[config.mk]
export PLATFORM = sky130hd
export DESIGN_NAME = chip8_instruction_execute_flat
export DESIGN_NICKNAME = d
export VERILOG_FILES = /design/src/hw/rtl/c8ie_pkg.sv /design/src/hw/rtl/c8ie_in_if.sv /design/src/hw/rtl/c8ie_out_if.sv /design/src/hw/rtl/chip8_instruction_execute.sv /design/src/flat_wrapper.sv
export VERILOG_INCLUDE_DIRS = /design/src /design/src/hw/rtl
export SDC_FILE = /design/constraint.sdc
export NUM_CORES = 1
export LEC_CHECK = 0
export ABC_AREA = 1
export ABC_CLOCK_PERIOD_IN_PS = 10790
export BUFFER_PORTS_ARGS = -buffer_cell sky130_fd_sc_hd__buf_2
export CORE_AREA = 2 2 291 293
export DETAILED_ROUTE_END_ITERATION = 6
export DIE_AREA = 0 0 293 295
export SYNTH_ARGS = -nofsm -noshare
export SYNTH_HDL_FRONTEND = slang
export SYNTH_SLANG_ARGS = --single-unit
[constraint.sdc]
create_clock -name clk -period 10.79 [get_ports clk]
set_input_delay 1.079 -clock clk [delete_from_list [all_inputs] [get_ports clk]]
set_output_delay 1.079 -clock clk [all_outputs]
set_load 0.01 [all_outputs]
[src/hw/rtl/chip8_instruction_execute_defines.svh]
// Assertion helpers shared by the execute unit. Both expect clk and rst_n in scope.
`ifndef CHIP8_INSTRUCTION_EXECUTE_DEFINES_SVH
`define CHIP8_INSTRUCTION_EXECUTE_DEFINES_SVH

// The consequent must hold in the same cycle as the antecedent.
`define C8IE_ASSERT_NOW(label, ante, cons, msg) \
  label: assert property (@(posedge clk) disable iff (!rst_n) (ante) |-> (cons)) \
    else $error(msg);

// The consequent must hold in the cycle after the antecedent.
`define C8IE_ASSERT_NEXT(label, ante, cons, msg) \
  label: assert property (@(posedge clk) disable iff (!rst_n) (ante) |=> (cons)) \
    else $error(msg);

`endif

[src/hw/rtl/c8ie_pkg.sv]
package c8ie_pkg;

  // Instruction groups, selected by the top nibble of the word.
  typedef enum logic [3:0] {
    OP_SYS     = 4'h0,
    OP_JP      = 4'h1,
    OP_CALL    = 4'h2,
    OP_SE_IMM  = 4'h3,
    OP_SNE_IMM = 4'h4,
    OP_SE_REG  = 4'h5,
    OP_LD_IMM  = 4'h6,
    OP_ADD_IMM = 4'h7,
    OP_ALU     = 4'h8,
    OP_SNE_REG = 4'h9,
    OP_LD_I    = 4'hA,
    OP_JP_V0   = 4'hB,
    OP_RND     = 4'hC,
    OP_DRW     = 4'hD,
    OP_SKP     = 4'hE,
    OP_MISC    = 4'hF
  } op_group_t;

  // Register-to-register operations, selected by the low nibble.
  typedef enum logic [3:0] {
    ALU_MOV  = 4'h0,
    ALU_OR   = 4'h1,
    ALU_AND  = 4'h2,
    ALU_XOR  = 4'h3,
    ALU_ADD  = 4'h4,
    ALU_SUB  = 4'h5,
    ALU_SHR  = 4'h6,
    ALU_SUBN = 4'h7,
    ALU_SHL  = 4'hE
  } alu_op_t;

  typedef enum logic [1:0] {
    FAULT_NONE        = 2'd0,
    FAULT_UNSUPPORTED = 2'd1,
    FAULT_UNDERFLOW   = 2'd2,
    FAULT_OVERFLOW    = 2'd3
  } fault_t;

  localparam logic [15:0] RET_OPCODE    = 16'h00EE;
  localparam logic [3:0]  FLAG_REG      = 4'hF;
  localparam logic [11:0] START_ADDR_RST = 12'd512;
  localparam logic [11:0] PC_STEP       = 12'd2;

endpackage

[src/hw/rtl/c8ie_in_if.sv]
interface c8ie_in_if;
  logic        valid;
  logic        ready;
  logic [15:0] opcode;
  logic [7:0]  random_byte;

  modport source (output valid, output opcode, output random_byte, input ready);
  modport sink   (input valid, input opcode, input random_byte, output ready);
endinterface

[src/hw/rtl/c8ie_out_if.sv]
interface c8ie_out_if;
  logic        valid;
  logic        ready;
  logic [11:0] next_pc;
  logic [11:0] index_value;
  logic        reg_written;
  logic [3:0]  reg_number;
  logic [7:0]  reg_value;
  logic [7:0]  flag_value;
  logic        skipped;
  logic [1:0]  fault;

  modport source (output valid, output next_pc, output index_value, output reg_written,
                  output reg_number, output reg_value, output flag_value, output skipped,
                  output fault, input ready);
  modport sink   (input valid, input next_pc, input index_value, input reg_written,
                  input reg_number, input reg_value, input flag_value, input skipped,
                  input fault, output ready);
endinterface

[src/hw/rtl/chip8_instruction_execute.sv]
// A result word is offered from the output register, after the execute stage register.
// Throughput: one instruction word per cycle while results are taken; the V register
// memory has two registered read ports and one write port, the stack one of each.
// Reset (rst_n low at a clock edge): V registers read as zero, pc = 512, index = 0,
// stack empty, pipeline and output empty. No clearing pass is needed.
`include "chip8_instruction_execute_defines.svh"

module chip8_instruction_execute #(
  parameter int STACK_DEPTH = 16
) (
  input  logic              clk,
  input  logic              rst_n,
  input  logic              cfg_wr_en,
  input  logic [11:0]       cfg_wr_data,
  c8ie_in_if.sink           in_ch,
  c8ie_out_if.source        out_ch
);

  // Depth counter must hold STACK_DEPTH itself; the address only needs entries.
  localparam int DW = $clog2(STACK_DEPTH + 1);
  localparam int AW = (STACK_DEPTH > 1) ? $clog2(STACK_DEPTH) : 1;

  // ---------------------------------------------------------------------------
  // Architectural state. V0..VE live in a small synchronous memory with a valid
  // bit per entry (so reset makes them read as zero); VF is kept in a flop
  // because several ops write it alongside Vx. The return stack is a plain
  // memory with no reset, tracked by the depth counter.
  // ---------------------------------------------------------------------------
  logic [7:0]     v_mem [16];
  logic [15:0]    v_valid_r;
  logic [7:0]     vf_r;
  logic [11:0]    stk_mem [STACK_DEPTH];
  logic [11:0]    pc_r;
  logic [11:0]    idx_r;
  logic [DW-1:0]  depth_r;

  // Execute stage: the accepted word plus the registered memory read data.
  logic           s2_valid_r;
  logic [15:0]    op_r;
  logic [7:0]     rnd_r;
  logic [7:0]     rdx_r;
  logic [7:0]     rdy_r;
  logic           vldx_r;
  logic           vldy_r;
  logic           hitx_r;
  logic           hity_r;
  logic [7:0]     vfwd_r;
  logic [11:0]    stk_rd_r;
  logic           hits_r;
  logic [11:0]    sfwd_r;

  // Output register.
  logic           out_valid_r;
  logic [11:0]    out_pc_r;
  logic [11:0]    out_idx_r;
  logic           out_wr_r;
  logic [3:0]     out_num_r;
  logic [7:0]     out_val_r;
  logic [7:0]     out_flag_r;
  logic           out_skip_r;
  c8ie_pkg::fault_t out_fault_r;

  // Handshake.
  logic           in_fire;
  logic           s2_fire;

  // Issue-side addresses, taken from the incoming word.
  logic [3:0]     in_x;
  logic [3:0]     in_ya;
  logic [DW-1:0]  rd_depth;
  logic [AW-1:0]  stk_raddr;

  // Execute-stage decode and results.
  c8ie_pkg::op_group_t ex_top;
  c8ie_pkg::alu_op_t   ex_alu;
  logic [3:0]     ex_x;
  logic [3:0]     ex_ya;
  logic [7:0]     ex_kk;
  logic [11:0]    ex_nnn;
  logic [7:0]     vx;
  logic [7:0]     vy;
  logic [11:0]    stk_top;
  logic [8:0]     sum9;
  logic [11:0]    pc_inc;
  logic [11:0]    jump_pc;
  logic [11:0]    pc_nxt;
  logic [11:0]    idx_nxt;
  logic [DW-1:0]  depth_nxt;
  logic [7:0]     vf_nxt;
  logic           ex_wr;
  logic           ex_flag_we;
  logic [7:0]     ex_res;
  logic [7:0]     ex_flag;
  logic           ex_skip;
  logic           ex_push;
  c8ie_pkg::fault_t ex_fault;

  // Execute advances whenever the output register is free or being drained,
  // and a new word enters whenever execute is empty or advancing.
  assign s2_fire      = s2_valid_r && (!out_valid_r || out_ch.ready);
  assign in_ch.ready  = !s2_valid_r || s2_fire;
  assign in_fire      = in_ch.valid && in_ch.ready;

  // Bnnn needs V0, which is fetched on the second read port in place of Vy.
  assign in_x  = in_ch.opcode[11:8];
  assign in_ya = (c8ie_pkg::op_group_t'(in_ch.opcode[15:12]) == c8ie_pkg::OP_JP_V0) ?
                 4'h0 : in_ch.opcode[7:4];

  // The stack read for the next word uses the depth as it will be after the
  // word now executing, so a return right after a call sees the new top.
  assign rd_depth  = (s2_fire ? depth_nxt : depth_r) - DW'(1);
  assign stk_raddr = rd_depth[AW-1:0];

  // ---------------------------------------------------------------------------
  // Issue: register the word and read both memories. A write landing on the
  // same edge is captured as a forward, since the array read returns old data.
  // ---------------------------------------------------------------------------
  always_ff @(posedge clk) begin
    if (in_fire) begin
      op_r     <= in_ch.opcode;
      rnd_r    <= in_ch.random_byte;
      rdx_r    <= v_mem[in_x];
      rdy_r    <= v_mem[in_ya];
      vldx_r   <= v_valid_r[in_x];
      vldy_r   <= v_valid_r[in_ya];
      hitx_r   <= s2_fire && ex_wr && (ex_x == in_x);
      hity_r   <= s2_fire && ex_wr && (ex_x == in_ya);
      vfwd_r   <= ex_res;
      stk_rd_r <= stk_mem[stk_raddr];
      hits_r   <= s2_fire && ex_push && (depth_r[AW-1:0] == stk_raddr);
      sfwd_r   <= pc_inc;
    end
  end

  // Memory writes happen as the executing word retires.
  always_ff @(posedge clk) begin
    if (s2_fire && ex_wr) begin
      v_mem[ex_x] <= ex_res;
    end
    if (s2_fire && ex_push) begin
      stk_mem[depth_r[AW-1:0]] <= pc_inc;
    end
  end

  // ---------------------------------------------------------------------------
  // Execute. Operand selection: VF always comes from its flop; other entries
  // take a same-edge forward first, then memory data if the entry was ever
  // written, otherwise the reset value of zero.
  // ---------------------------------------------------------------------------
  assign ex_top = c8ie_pkg::op_group_t'(op_r[15:12]);
  assign ex_alu = c8ie_pkg::alu_op_t'(op_r[3:0]);
  assign ex_x   = op_r[11:8];
  assign ex_ya  = (ex_top == c8ie_pkg::OP_JP_V0) ? 4'h0 : op_r[7:4];
  assign ex_kk  = op_r[7:0];
  assign ex_nnn = op_r[11:0];

  assign vx = (ex_x == c8ie_pkg::FLAG_REG) ? vf_r :
              hitx_r ? vfwd_r : (vldx_r ? rdx_r : 8'd0);
  assign vy = (ex_ya == c8ie_pkg::FLAG_REG) ? vf_r :
              hity_r ? vfwd_r : (vldy_r ? rdy_r : 8'd0);
  assign stk_top = hits_r ? sfwd_r : stk_rd_r;

  assign sum9   = {1'b0, vx} + {1'b0, vy};
  assign pc_inc = pc_r + c8ie_pkg::PC_STEP;

  always_comb begin
    ex_wr      = 1'b0;
    ex_flag_we = 1'b0;
    ex_res     = 8'd0;
    ex_flag    = 8'd0;
    ex_skip    = 1'b0;
    ex_push    = 1'b0;
    ex_fault   = c8ie_pkg::FAULT_NONE;
    jump_pc    = pc_inc;
    idx_nxt    = idx_r;
    depth_nxt  = depth_r;

    unique case (ex_top)
      c8ie_pkg::OP_SYS: begin
        if (op_r == c8ie_pkg::RET_OPCODE) begin
          if (depth_r == '0) begin
            ex_fault = c8ie_pkg::FAULT_UNDERFLOW;
          end else begin
            depth_nxt = depth_r - DW'(1);
            jump_pc   = stk_top;
          end
        end else begin
          ex_fault = c8ie_pkg::FAULT_UNSUPPORTED;
        end
      end
      c8ie_pkg::OP_JP: begin
        jump_pc = ex_nnn;
      end
      c8ie_pkg::OP_CALL: begin
        if (depth_r >= DW'(STACK_DEPTH)) begin
          ex_fault = c8ie_pkg::FAULT_OVERFLOW;
        end else begin
          ex_push   = 1'b1;
          depth_nxt = depth_r + DW'(1);
          jump_pc   = ex_nnn;
        end
      end
      c8ie_pkg::OP_SE_IMM: begin
        ex_skip = (vx == ex_kk);
      end
      c8ie_pkg::OP_SNE_IMM: begin
        ex_skip = (vx != ex_kk);
      end
      c8ie_pkg::OP_SE_REG: begin
        if (op_r[3:0] != 4'h0) ex_fault = c8ie_pkg::FAULT_UNSUPPORTED;
        else ex_skip = (vx == vy);
      end
      c8ie_pkg::OP_LD_IMM: begin
        ex_wr  = 1'b1;
        ex_res = ex_kk;
      end
      c8ie_pkg::OP_ADD_IMM: begin
        ex_wr  = 1'b1;
        ex_res = vx + ex_kk;
      end
      c8ie_pkg::OP_ALU: begin
        ex_wr = 1'b1;
        unique case (ex_alu)
          c8ie_pkg::ALU_MOV: ex_res = vy;
          c8ie_pkg::ALU_OR:  ex_res = vx | vy;
          c8ie_pkg::ALU_AND: ex_res = vx & vy;
          c8ie_pkg::ALU_XOR: ex_res = vx ^ vy;
          c8ie_pkg::ALU_ADD: begin
            ex_flag_we = 1'b1;
            ex_flag    = {7'd0, sum9[8]};
            ex_res     = sum9[7:0];
          end
          c8ie_pkg::ALU_SUB: begin
            ex_flag_we = 1'b1;
            ex_flag    = {7'd0, (vx > vy)};
            ex_res     = vx - vy;
          end
          c8ie_pkg::ALU_SHR: begin
            ex_flag_we = 1'b1;
            ex_flag    = {7'd0, vy[0]};
            ex_res     = {1'b0, vy[7:1]};
          end
          c8ie_pkg::ALU_SUBN: begin
            ex_flag_we = 1'b1;
            ex_flag    = {7'd0, (vy > vx)};
            ex_res     = vy - vx;
          end
          c8ie_pkg::ALU_SHL: begin
            ex_flag_we = 1'b1;
            ex_flag    = {7'd0, vy[7]};
            ex_res     = {vy[6:0], 1'b0};
          end
          default: begin
            ex_wr    = 1'b0;
            ex_fault = c8ie_pkg::FAULT_UNSUPPORTED;
          end
        endcase
      end
      c8ie_pkg::OP_SNE_REG: begin
        if (op_r[3:0] != 4'h0) ex_fault = c8ie_pkg::FAULT_UNSUPPORTED;
        else ex_skip = (vx != vy);
      end
      c8ie_pkg::OP_LD_I: begin
        idx_nxt = ex_nnn;
      end
      c8ie_pkg::OP_JP_V0: begin
        jump_pc = ex_nnn + {4'd0, vy};
      end
      c8ie_pkg::OP_RND: begin
        ex_wr  = 1'b1;
        ex_res = rnd_r & ex_kk;
      end
      c8ie_pkg::OP_DRW, c8ie_pkg::OP_SKP, c8ie_pkg::OP_MISC: begin
        ex_fault = c8ie_pkg::FAULT_UNSUPPORTED;
      end
    endcase

    // A faulting instruction leaves every piece of state as it was.
    if (ex_fault != c8ie_pkg::FAULT_NONE) begin
      ex_wr      = 1'b0;
      ex_flag_we = 1'b0;
      ex_skip    = 1'b0;
      ex_push    = 1'b0;
      depth_nxt  = depth_r;
      idx_nxt    = idx_r;
      pc_nxt     = pc_r;
    end else if (ex_skip) begin
      pc_nxt = jump_pc + c8ie_pkg::PC_STEP;
    end else begin
      pc_nxt = jump_pc;
    end

    // The flag is written first, so a result aimed at VF overrides it.
    vf_nxt = vf_r;
    if (ex_flag_we) vf_nxt = ex_flag;
    if (ex_wr && (ex_x == c8ie_pkg::FLAG_REG)) vf_nxt = ex_res;
  end

  // ---------------------------------------------------------------------------
  // State update. The start address only matters as the pc value it loads,
  // so a configuration write goes straight into the pc.
  // ---------------------------------------------------------------------------
  always_ff @(posedge clk) begin
    if (!rst_n) begin
      pc_r      <= c8ie_pkg::START_ADDR_RST;
      idx_r     <= '0;
      depth_r   <= '0;
      vf_r      <= '0;
      v_valid_r <= '0;
    end else begin
      if (cfg_wr_en) begin
        pc_r <= cfg_wr_data;
      end else if (s2_fire) begin
        pc_r <= pc_nxt;
      end
      if (s2_fire) begin
        idx_r   <= idx_nxt;
        depth_r <= depth_nxt;
        vf_r    <= vf_nxt;
        if (ex_wr) v_valid_r[ex_x] <= 1'b1;
      end
    end
  end

  always_ff @(posedge clk) begin
    if (!rst_n) begin
      s2_valid_r  <= 1'b0;
      out_valid_r <= 1'b0;
    end else begin
      s2_valid_r  <= in_fire || (s2_valid_r && !s2_fire);
      out_valid_r <= s2_fire || (out_valid_r && !out_ch.ready);
    end
  end

  always_ff @(posedge clk) begin
    if (s2_fire) begin
      out_pc_r    <= pc_nxt;
      out_idx_r   <= idx_nxt;
      out_wr_r    <= ex_wr;
      out_num_r   <= ex_wr ? ex_x : 4'd0;
      out_val_r   <= ex_wr ? ex_res : 8'd0;
      out_flag_r  <= vf_nxt;
      out_skip_r  <= ex_skip;
      out_fault_r <= ex_fault;
    end
  end

  assign out_ch.valid       = out_valid_r;
  assign out_ch.next_pc     = out_pc_r;
  assign out_ch.index_value = out_idx_r;
  assign out_ch.reg_written = out_wr_r;
  assign out_ch.reg_number  = out_num_r;
  assign out_ch.reg_value   = out_val_r;
  assign out_ch.flag_value  = out_flag_r;
  assign out_ch.skipped     = out_skip_r;
  assign out_ch.fault       = out_fault_r;

  // ---------------------------------------------------------------------------
  // Checks on the pipeline and the stack bookkeeping.
  // ---------------------------------------------------------------------------
  `C8IE_ASSERT_NOW(a_depth_bound, 1'b1, depth_r <= DW'(STACK_DEPTH), "stack depth out of range")
  `C8IE_ASSERT_NOW(a_ready_when_empty, !out_valid_r, in_ch.ready, "input stalled with output empty")
  `C8IE_ASSERT_NOW(a_fault_quiet, out_valid_r && (out_fault_r != c8ie_pkg::FAULT_NONE), !out_wr_r && !out_skip_r, "faulting word wrote or skipped")
  `C8IE_ASSERT_NEXT(a_fault_pc_hold, s2_fire && !cfg_wr_en && (ex_fault != c8ie_pkg::FAULT_NONE), pc_r == $past(pc_r), "pc moved on a fault")

endmodule
[src/flat_wrapper.sv]
// flat-port wrapper written by rule: the top's interface ports become plain ports
module chip8_instruction_execute_flat 
#(
  parameter int STACK_DEPTH = 16
)
  (clk, rst_n, cfg_wr_en, cfg_wr_data, in_ch_valid, in_ch_opcode, in_ch_random_byte, in_ch_ready, out_ch_valid, out_ch_next_pc, out_ch_index_value, out_ch_reg_written, out_ch_reg_number, out_ch_reg_value, out_ch_flag_value, out_ch_skipped, out_ch_fault, out_ch_ready);
  c8ie_in_if in_ch_i ();
  c8ie_out_if out_ch_i ();
  input  logic clk;
  input  logic rst_n;
  input  logic cfg_wr_en;
  input  logic [11:0] cfg_wr_data;
  input wire logic [$bits(in_ch_i.valid)-1:0] in_ch_valid;
  input wire logic [$bits(in_ch_i.opcode)-1:0] in_ch_opcode;
  input wire logic [$bits(in_ch_i.random_byte)-1:0] in_ch_random_byte;
  output wire logic [$bits(in_ch_i.ready)-1:0] in_ch_ready;
  output wire logic [$bits(out_ch_i.valid)-1:0] out_ch_valid;
  output wire logic [$bits(out_ch_i.next_pc)-1:0] out_ch_next_pc;
  output wire logic [$bits(out_ch_i.index_value)-1:0] out_ch_index_value;
  output wire logic [$bits(out_ch_i.reg_written)-1:0] out_ch_reg_written;
  output wire logic [$bits(out_ch_i.reg_number)-1:0] out_ch_reg_number;
  output wire logic [$bits(out_ch_i.reg_value)-1:0] out_ch_reg_value;
  output wire logic [$bits(out_ch_i.flag_value)-1:0] out_ch_flag_value;
  output wire logic [$bits(out_ch_i.skipped)-1:0] out_ch_skipped;
  output wire logic [$bits(out_ch_i.fault)-1:0] out_ch_fault;
  input wire logic [$bits(out_ch_i.ready)-1:0] out_ch_ready;
  assign in_ch_i.valid = in_ch_valid;
  assign in_ch_i.opcode = in_ch_opcode;
  assign in_ch_i.random_byte = in_ch_random_byte;
  assign in_ch_ready = in_ch_i.ready;
  assign out_ch_valid = out_ch_i.valid;
  assign out_ch_next_pc = out_ch_i.next_pc;
  assign out_ch_index_value = out_ch_i.index_value;
  assign out_ch_reg_written = out_ch_i.reg_written;
  assign out_ch_reg_number = out_ch_i.reg_number;
  assign out_ch_reg_value = out_ch_i.reg_value;
  assign out_ch_flag_value = out_ch_i.flag_value;
  assign out_ch_skipped = out_ch_i.skipped;
  assign out_ch_fault = out_ch_i.fault;
  assign out_ch_i.ready = out_ch_ready;
  chip8_instruction_execute #(.STACK_DEPTH(STACK_DEPTH)) u_core (.clk(clk), .rst_n(rst_n), .cfg_wr_en(cfg_wr_en), .cfg_wr_data(cfg_wr_data), .in_ch(in_ch_i), .out_ch(out_ch_i));
endmodule
==> results.cfg, run 1 <==
[sta]
hold_ws_ns = 0.466
max_freq_ghz = 0.178
clock-skew-final_ns = 0.0299
relSlewSlack_pct = 11.3
layout_min_cycle_time_ns = 5.62
tightest_slew_ns = 1.33
rsz0062_at_grt = no
fin_setup_tns_ns = 0
maxSlewViolCount = 0
setup_viol_count_final = 0
finalWorstSetupSlack_ns = 5.17
hold_violations = 0
fin_crit_sh_pct = 52.0

[synth]
ys_ff_latch = 500
synth_top_cells_by_count = 445 x edfxtp_1, 370 x o21ai_0, 362 x nand2_1, 328 x nor2_1, 232 x inv_1
synth_most_common_cell = edfxtp_1
ys_types = 57
synth_xor_area_share_pct = 0.944
synthAdderAreaFrac_pct = 3.13
synth-simple-area-share_pct = 14.6
synthesis.nets = 2640
ys_seq_area_share_pct = 58.3
yosys.area.top_type = edfxtp_1
yosysWarnings = 0
syn-cell-area_mm2 = 0.0248
yosys-top-cells-area = edfxtp_1 54%, o21ai_0 7.5%, nand2_1 5.5%, nor2_1 5.0%, dfxtp_1 4.4%
synth_top_area_share_pct = 53.9
synth-edff-count = 445
synth_compound_area_share_pct = 15.7
synthCells = 2540
muxShareOfSynthArea_pct = 1.37
synth_ff_type = edfxtp_1
synth_top_family_by_area = compound AO/OA/AOI/OAI gates
avgSynthCellArea_um2 = 9.76
synthArstFlopShare_pct = 0

[placement]
detailed_place_hpwl_mm = 50.7
place_inst = 3628
place_congestion = 0.940
dp_slack_ns = 5.26
io_buffers = 90
dpl_cell_area_mm2 = 0.0264

[floorplan]
rows = 106
fp.dieW_um = 293
core-area_mm2 = 0.0832
initial_utilization_pct = 29.8
pin_count = 91
die_area_mm2 = 0.0864
fp.dieH_um = 295

[setup_path]
cp.arrival_ns = 6.08
cp_data_required_time_ns = 11.25
endpoint_kind = register
cp_max_fo = 99
r2r_slack_ns = 5.17
worst-setup-path-type = register to register
startpoint_type = register

[grt]
grtUsageTotal_pct = 17.0
grt_antenna_before_repair = 2
grt_max_degree = 100
grt-ovfl-total = 0
grt_pass1_vias = 17900
grt_pass1_wl_mm = 112

[finish]
fin_nets = 2699
antenna_cells = 0
drive_gt1_share_pct = 9.29
fillers = 8358
fin_cells = 3718
syn2layout_area_growth_pct = 12.8
design_area_mm2 = 0.0280

[cts]
clock_path_buffers = 3
numCtsBuffers = 49
cts_setup_buffers = 0
cts_htree_levels = 2
ctsResizeCount = 0
numClockSinks = 500
worstSkewPairLatency_ns = 0.61
cts_tree = built
clk_pin_slew_worst_paths_ns = 0.06
cts_root_buf = clkbuf_16
hold_buffers = 0

[job]
cap_violations = 0

[drt]
route.detailed.drc = 0
wire_per_inst_um = 20.2
postRouteAntennaNets = 0
first_pass_iters = 6
vias_per_cell = 5.22
vias = 19400
drt_iter0_drc = 2471
routed_wl_mm = 75.2

[power_and_ir_drop]
leakage_uw = 0.0107
irDropWorstVdd_mv = 0.125
power_per_cell_area_mw_per_mm2 = 157

[worst_hold_path]
hold_path.class = register to register

[run_status]
status = completed
[final timing paths]
check                           cells after the start                              start                           endpoint
worst max-delay path                               18          u_core.op_r[12]$_DFFE_PP_      u_core.stk_rd_r[11]$_DFFE_PP_
worst min-delay path                                1  u_core.v_valid_r[15]$_SDFFE_PN0P_  u_core.v_valid_r[15]$_SDFFE_PN0P_
worst max register to register                     18          u_core.op_r[12]$_DFFE_PP_      u_core.stk_rd_r[11]$_DFFE_PP_
worst min register to register                      1  u_core.v_valid_r[15]$_SDFFE_PN0P_  u_core.v_valid_r[15]$_SDFFE_PN0P_
[layout make-up]
type                       count  area [um2]  share of cell area (%)
clock buffer                  62        1310                    4.67
clock inverter                28         256                   0.917
inverter                     247         931                    3.33
multi-input combinational   1669        8890                    31.8
sequential                   500       14500                    51.7
tap                         1080        1350                    4.83
timing repair buffer         132         768                    2.75
[per-layer routing]
layer  vias to the layer above  share of wire [%]  global-route usage (%)
met2                       858                 44                    26.1
met4                         2                3.1                    5.84
li1                       9062                  -                       -
met1                      9367                 45                    24.5
met3                       110                7.8                    2.66
met5                         -              0.017                       0
[cell usage in the layout, fill, tap and decap left out, drive strengths merged, types with 4 or more instances in the layout]
master,instances
a21oi,129
a31oi,10
buf,132
clkbuf,62
clkinv,27
dfxtp,55
edfxtp,445
fa,5
ha,54
inv,242
mux2i,34
nand2,368
nand3,117
nand3b,7
nand4,25
nor2,336
nor3,8
o2111ai,4
o211ai,41
o21a,14
o21ai,379
o221ai,55
o22ai,31
or2,6
xnor2,4
xor2,21
[sequential cells by signal, indices dropped and copies added, names as in the netlist, 12 cells and up]
name	flops
u_core.v_mem	128
u_core.sfwd_r	12
u_core.op_r	16
u_core.out_ch.index_value	12
u_core.out_ch.next_pc	12
u_core.stk_mem	192
u_core.v_valid_r	16
u_core.idx_r	12
u_core.pc_r	12
u_core.stk_rd_r	12
[cell families (layout without fill, tap and decap cells)]
family | after synthesis | in the layout
DFF | 500 | 500
muxes | 34 | 34
AOI/OAI and AO/OA | 680 | 680
xor gates and xnor gates | 25 | 25
buffers and inverters | 371 | 469
adders and majority gates | 59 | 59
and+or+nand+nor | 871 | 871
[critical path, cell delays in order (launching register included)]
cell and delay [ns]:
edfxtp_1 0.44, nor2_1 0.64, nand2_1 0.28, nor2_2 0.45
nand3_4 0.18, nand2_2 0.12, nand2_2 0.09, nand2_1 0.09
nand2_2 0.05, buf_4 0.33, inv_2 0.11, buf_4 0.73
ha_1 0.40, inv_1 0.40, buf_4 0.40, o21ai_0 0.15
o221ai_1 0.21, o211ai_1 0.19, nand2_1 0.11
[metrics by stage]
stage / utilization, % / power, uW
floorplan: - / 2550
global placement: 31.8 / 2730
detailed placement: 31.8 / 2730
CTS: 33.6 / 4410
global route: 33.6 / 4540
finish: 33.6 / 4390
[report_power, final]
part           internal, uW  switching [uW]
Clock                   938             753
Sequential             2160            32.3
Combinational           140             363
Note: power is estimated with default switching activity, not from simulation.
==> run 2, diff against run 1 <==
--- a/config.mk
+++ b/config.mk
@@ -6,12 +6,12 @@
 export SDC_FILE = /design/constraint.sdc
 export NUM_CORES = 1
 export LEC_CHECK = 0
-export ABC_AREA = 1
-export ABC_CLOCK_PERIOD_IN_PS = 10790
+export ABC_AREA = 0
+export ABC_CLOCK_PERIOD_IN_PS = 5090
 export BUFFER_PORTS_ARGS = -buffer_cell sky130_fd_sc_hd__buf_2
-export CORE_AREA = 2 2 291 293
+export CORE_AREA = 2 2 289 291
 export DETAILED_ROUTE_END_ITERATION = 6
-export DIE_AREA = 0 0 293 295
+export DIE_AREA = 0 0 291 293
 export SYNTH_ARGS = -nofsm -noshare
 export SYNTH_HDL_FRONTEND = slang
 export SYNTH_SLANG_ARGS = --single-unit
==> constraint.sdc (replaced) <==
create_clock -name clk -period 5.09 [get_ports clk]
set_input_delay 0.509 -clock clk [delete_from_list [all_inputs] [get_ports clk]]
set_output_delay 0.509 -clock clk [all_outputs]
set_load 0.01 [all_outputs]
==> run 2 against run 1 <==
Global-route usage is 0.33 points lower. Combinational power grew 110%. Synthesized area fell by 1.4%. Synthesized cell count down 30%. Worst setup slack lost 4.8 ns. Highest routed layer unchanged.
==> results.cfg, run 2 <==
[synth]
synth_ff_type = edfxtp_1
synthCells = 1782
yosys-top-cells-area = edfxtp_1 55%, mux4_2 8.8%, dfxtp_1 4.5%, mux2_2 2.9%, ha_1 2.8%
ys_types = 87
synth_most_common_cell = edfxtp_1
synthArstFlopShare_pct = 0
ys_ff_latch = 500
yosysWarnings = 0
avgSynthCellArea_um2 = 13.7
synth_top_area_share_pct = 54.7
synth_top_cells_by_count = 445 x edfxtp_1, 132 x nor2_1, 98 x a21oi_1, 96 x mux4_2, 92 x nand2_1
syn-cell-area_mm2 = 0.0244
yosys.area.top_type = edfxtp_1
synthesis.nets = 1882
synth-edff-count = 445
ys_seq_area_share_pct = 59.2

[finish]
layout_common_cells = 445 x edfxtp_1, 132 x nor2_1, 104 x buf_4, 98 x a21oi_1, 96 x mux4_2
design_area_mm2 = 0.0284
drive_gt1_share_pct = 23.6
largest_reg_flops = 192
antenna_cells = 0
final_common_cell = edfxtp_1
fin_nets = 2029
syn2layout_area_growth_pct = 16.1

[sta]
fin_crit_sh_pct = 92.6
tightest_slew_ns = 1.18
relSlewSlack_pct = 21.4
fin_setup_tns_ns = 0
max_freq_ghz = 0.212
layout_min_cycle_time_ns = 4.71
clock-skew-final_ns = 0.0353
maxSlewViolCount = 0
finalWorstSetupSlack_ns = 0.379
setup_viol_count_final = 0
rsz0062_at_grt = no
hold_violations = 0

[drt]
vias = 16500
vias_per_cell = 5.42
drt_iter0_drc = 1780
routed_wl_mm = 72.8
route.detailed.drc = 0
postRouteAntennaNets = 0
wire_per_inst_um = 24.0
first_pass_iters = 6

[cts]
cts_tree = built
numClockSinks = 500
cts_setup_buffers = 0
clk_pin_slew_worst_paths_ns = 0.06
hold_buffers = 0
ctsResizeCount = 0
worstSkewPairLatency_ns = 0.64
numCtsBuffers = 53
cts_htree_levels = 2
cts_root_buf = clkbuf_16
clock_path_buffers = 3

[power_and_ir_drop]
leakage_uw = 0.00984
power_per_cell_area_mw_per_mm2 = 335
total_power_uw = 9510
irDropWorstVdd_mv = 0.236

[placement]
place_congestion = 0.881
io_buffers = 90
detailed_place_hpwl_mm = 49.2
dpl_cell_area_mm2 = 0.0267
dp_slack_ns = 0.284

[floorplan]
rows = 105
fp.dieH_um = 293
core-area_mm2 = 0.0818
pin_count = 91
fp.dieW_um = 291
die_area_mm2 = 0.0853
initial_utilization_pct = 29.9

[setup_path]
cp_slowest_cell = a21oi_1
cp.arrival_ns = 5.22
cp_max_fo = 11
crit_path_max_incr_delay_ns = 0.55
cp_data_required_time_ns = 5.60
startpoint_type = register
worst-setup-path-type = register to register
path_cells = nor2b_1 -> buf_4 -> a22oi_1 -> a21oi_1 -> ha_1 -> or4_1 -> nor4_1 -> and4_1 -> or3_1 -> nand2_1 -> nor3_1 -> mux2_1 -> a311oi_1
endpoint_kind = register

[grt]
grt-ovfl-total = 0
grt_antenna_before_repair = 5
grtUsageTotal_pct = 16.7
grt_pass1_wl_mm = 107
grt_pass1_vias = 16100
grt_max_degree = 78

[run_status]
status = completed

[worst_hold_path]
hold_path.class = input port to register

[job]
cap_violations = 0
==> run 2: cell count changes in the layout (fill, tap and decap cells not counted), moves of 61 or more <==
| cell | delta |
|---|---|
| buf_4 | +61 |
| inv_1 | -186 |
| mux2_2 | +63 |
| mux4_2 | +96 |
| nand2_1 | -269 |
| nand3_1 | -88 |
| nor2_1 | -194 |
| o21ai_0 | -306 |
==> run 2: kinds of logic (layout without fill, tap and decap cells) <==
group | count (synthesis) | count (layout) | synth area share (%)
AOI/OAI and AO/OA | 380 | 380 | 10.6
xor gates and xnor gates | 51 | 51 | 1.90
adders and majority gates | 60 | 60 | 3.21
buffers and inverters | 154 | 339 | 2.57
DFF | 500 | 500 | 59.2
muxes | 212 | 212 | 13.9
and+or+nand+nor | 425 | 425 | 8.56
==> run 2: metrics by stage <==
| step | util [%] | instances | hold slack (ns) |
|---|---|---|---|
| after floorplan | - | 1782 | 0.452 |
| after global placement | 32.6 | 2944 | 0.467 |
| after detailed placement | 32.6 | 2944 | 0.486 |
| after CTS | 34.6 | 3037 | 0.0360 |
| after global routing | 34.7 | 3037 | 0.0556 |
| final | 34.7 | 3037 | 0.0639 |
==> run 2: final timing paths <==
path | from | end | slack, ns | depth (start not counted)
setup reg to reg | u_core.hitx_r$_DFFE_PP_ | u_core.pc_r[10]$_SDFFE_PN0P_ | 0.38 | 13
hold / removal | in_ch_random_byte[5] | u_core.rnd_r[5]$_DFFE_PP_ | 0.06 | 1
hold reg to reg | u_core.idx_r[5]$_SDFFE_PN0P_ | u_core.idx_r[5]$_SDFFE_PN0P_ | 0.49 | 2
setup / recovery | u_core.hitx_r$_DFFE_PP_ | u_core.pc_r[10]$_SDFFE_PN0P_ | 0.38 | 13
==> run 2: power breakdown <==
| part | total [uW] | switching (uW) | internal [uW] |
|---|---|---|---|
| registers | 4640 | 54.7 | 4590 |
| logic | 1080 | 685 | 391 |
| clock network | 3800 | 1670 | 2130 |
==> run 2: routing by layer <==
metal,GRT usage [%],up-vias,wire length [um]
met5,0,-,13
met1,24.0,8340,32300
met4,4.40,2,1560
li1,-,7296,-
met3,3.24,95,6060
met2,25.8,722,32800
==> run 2: final cells by class <==
type,count,area (um2)
sequential,500,14500
multi-input combinational,1128,9420
clock inverter,29,268
tap,1070,1340
inverter,49,184
clock buffer,64,1410
fill,7916,53500
timing repair buffer,197,1290
==> run 2: critical path, delay by kind of cell, from the launching register on <==
kind / cells / cell delay [ns]
adder cells (fa/ha/maj): 1 / 0.38
AND/OR/NAND/NOR: 7 / 2.26
flip-flops: 1 / 0.54
buffers and inverters: 1 / 0.15
AO/OA/AOI/OAI: 3 / 0.88
multiplexers: 1 / 0.35
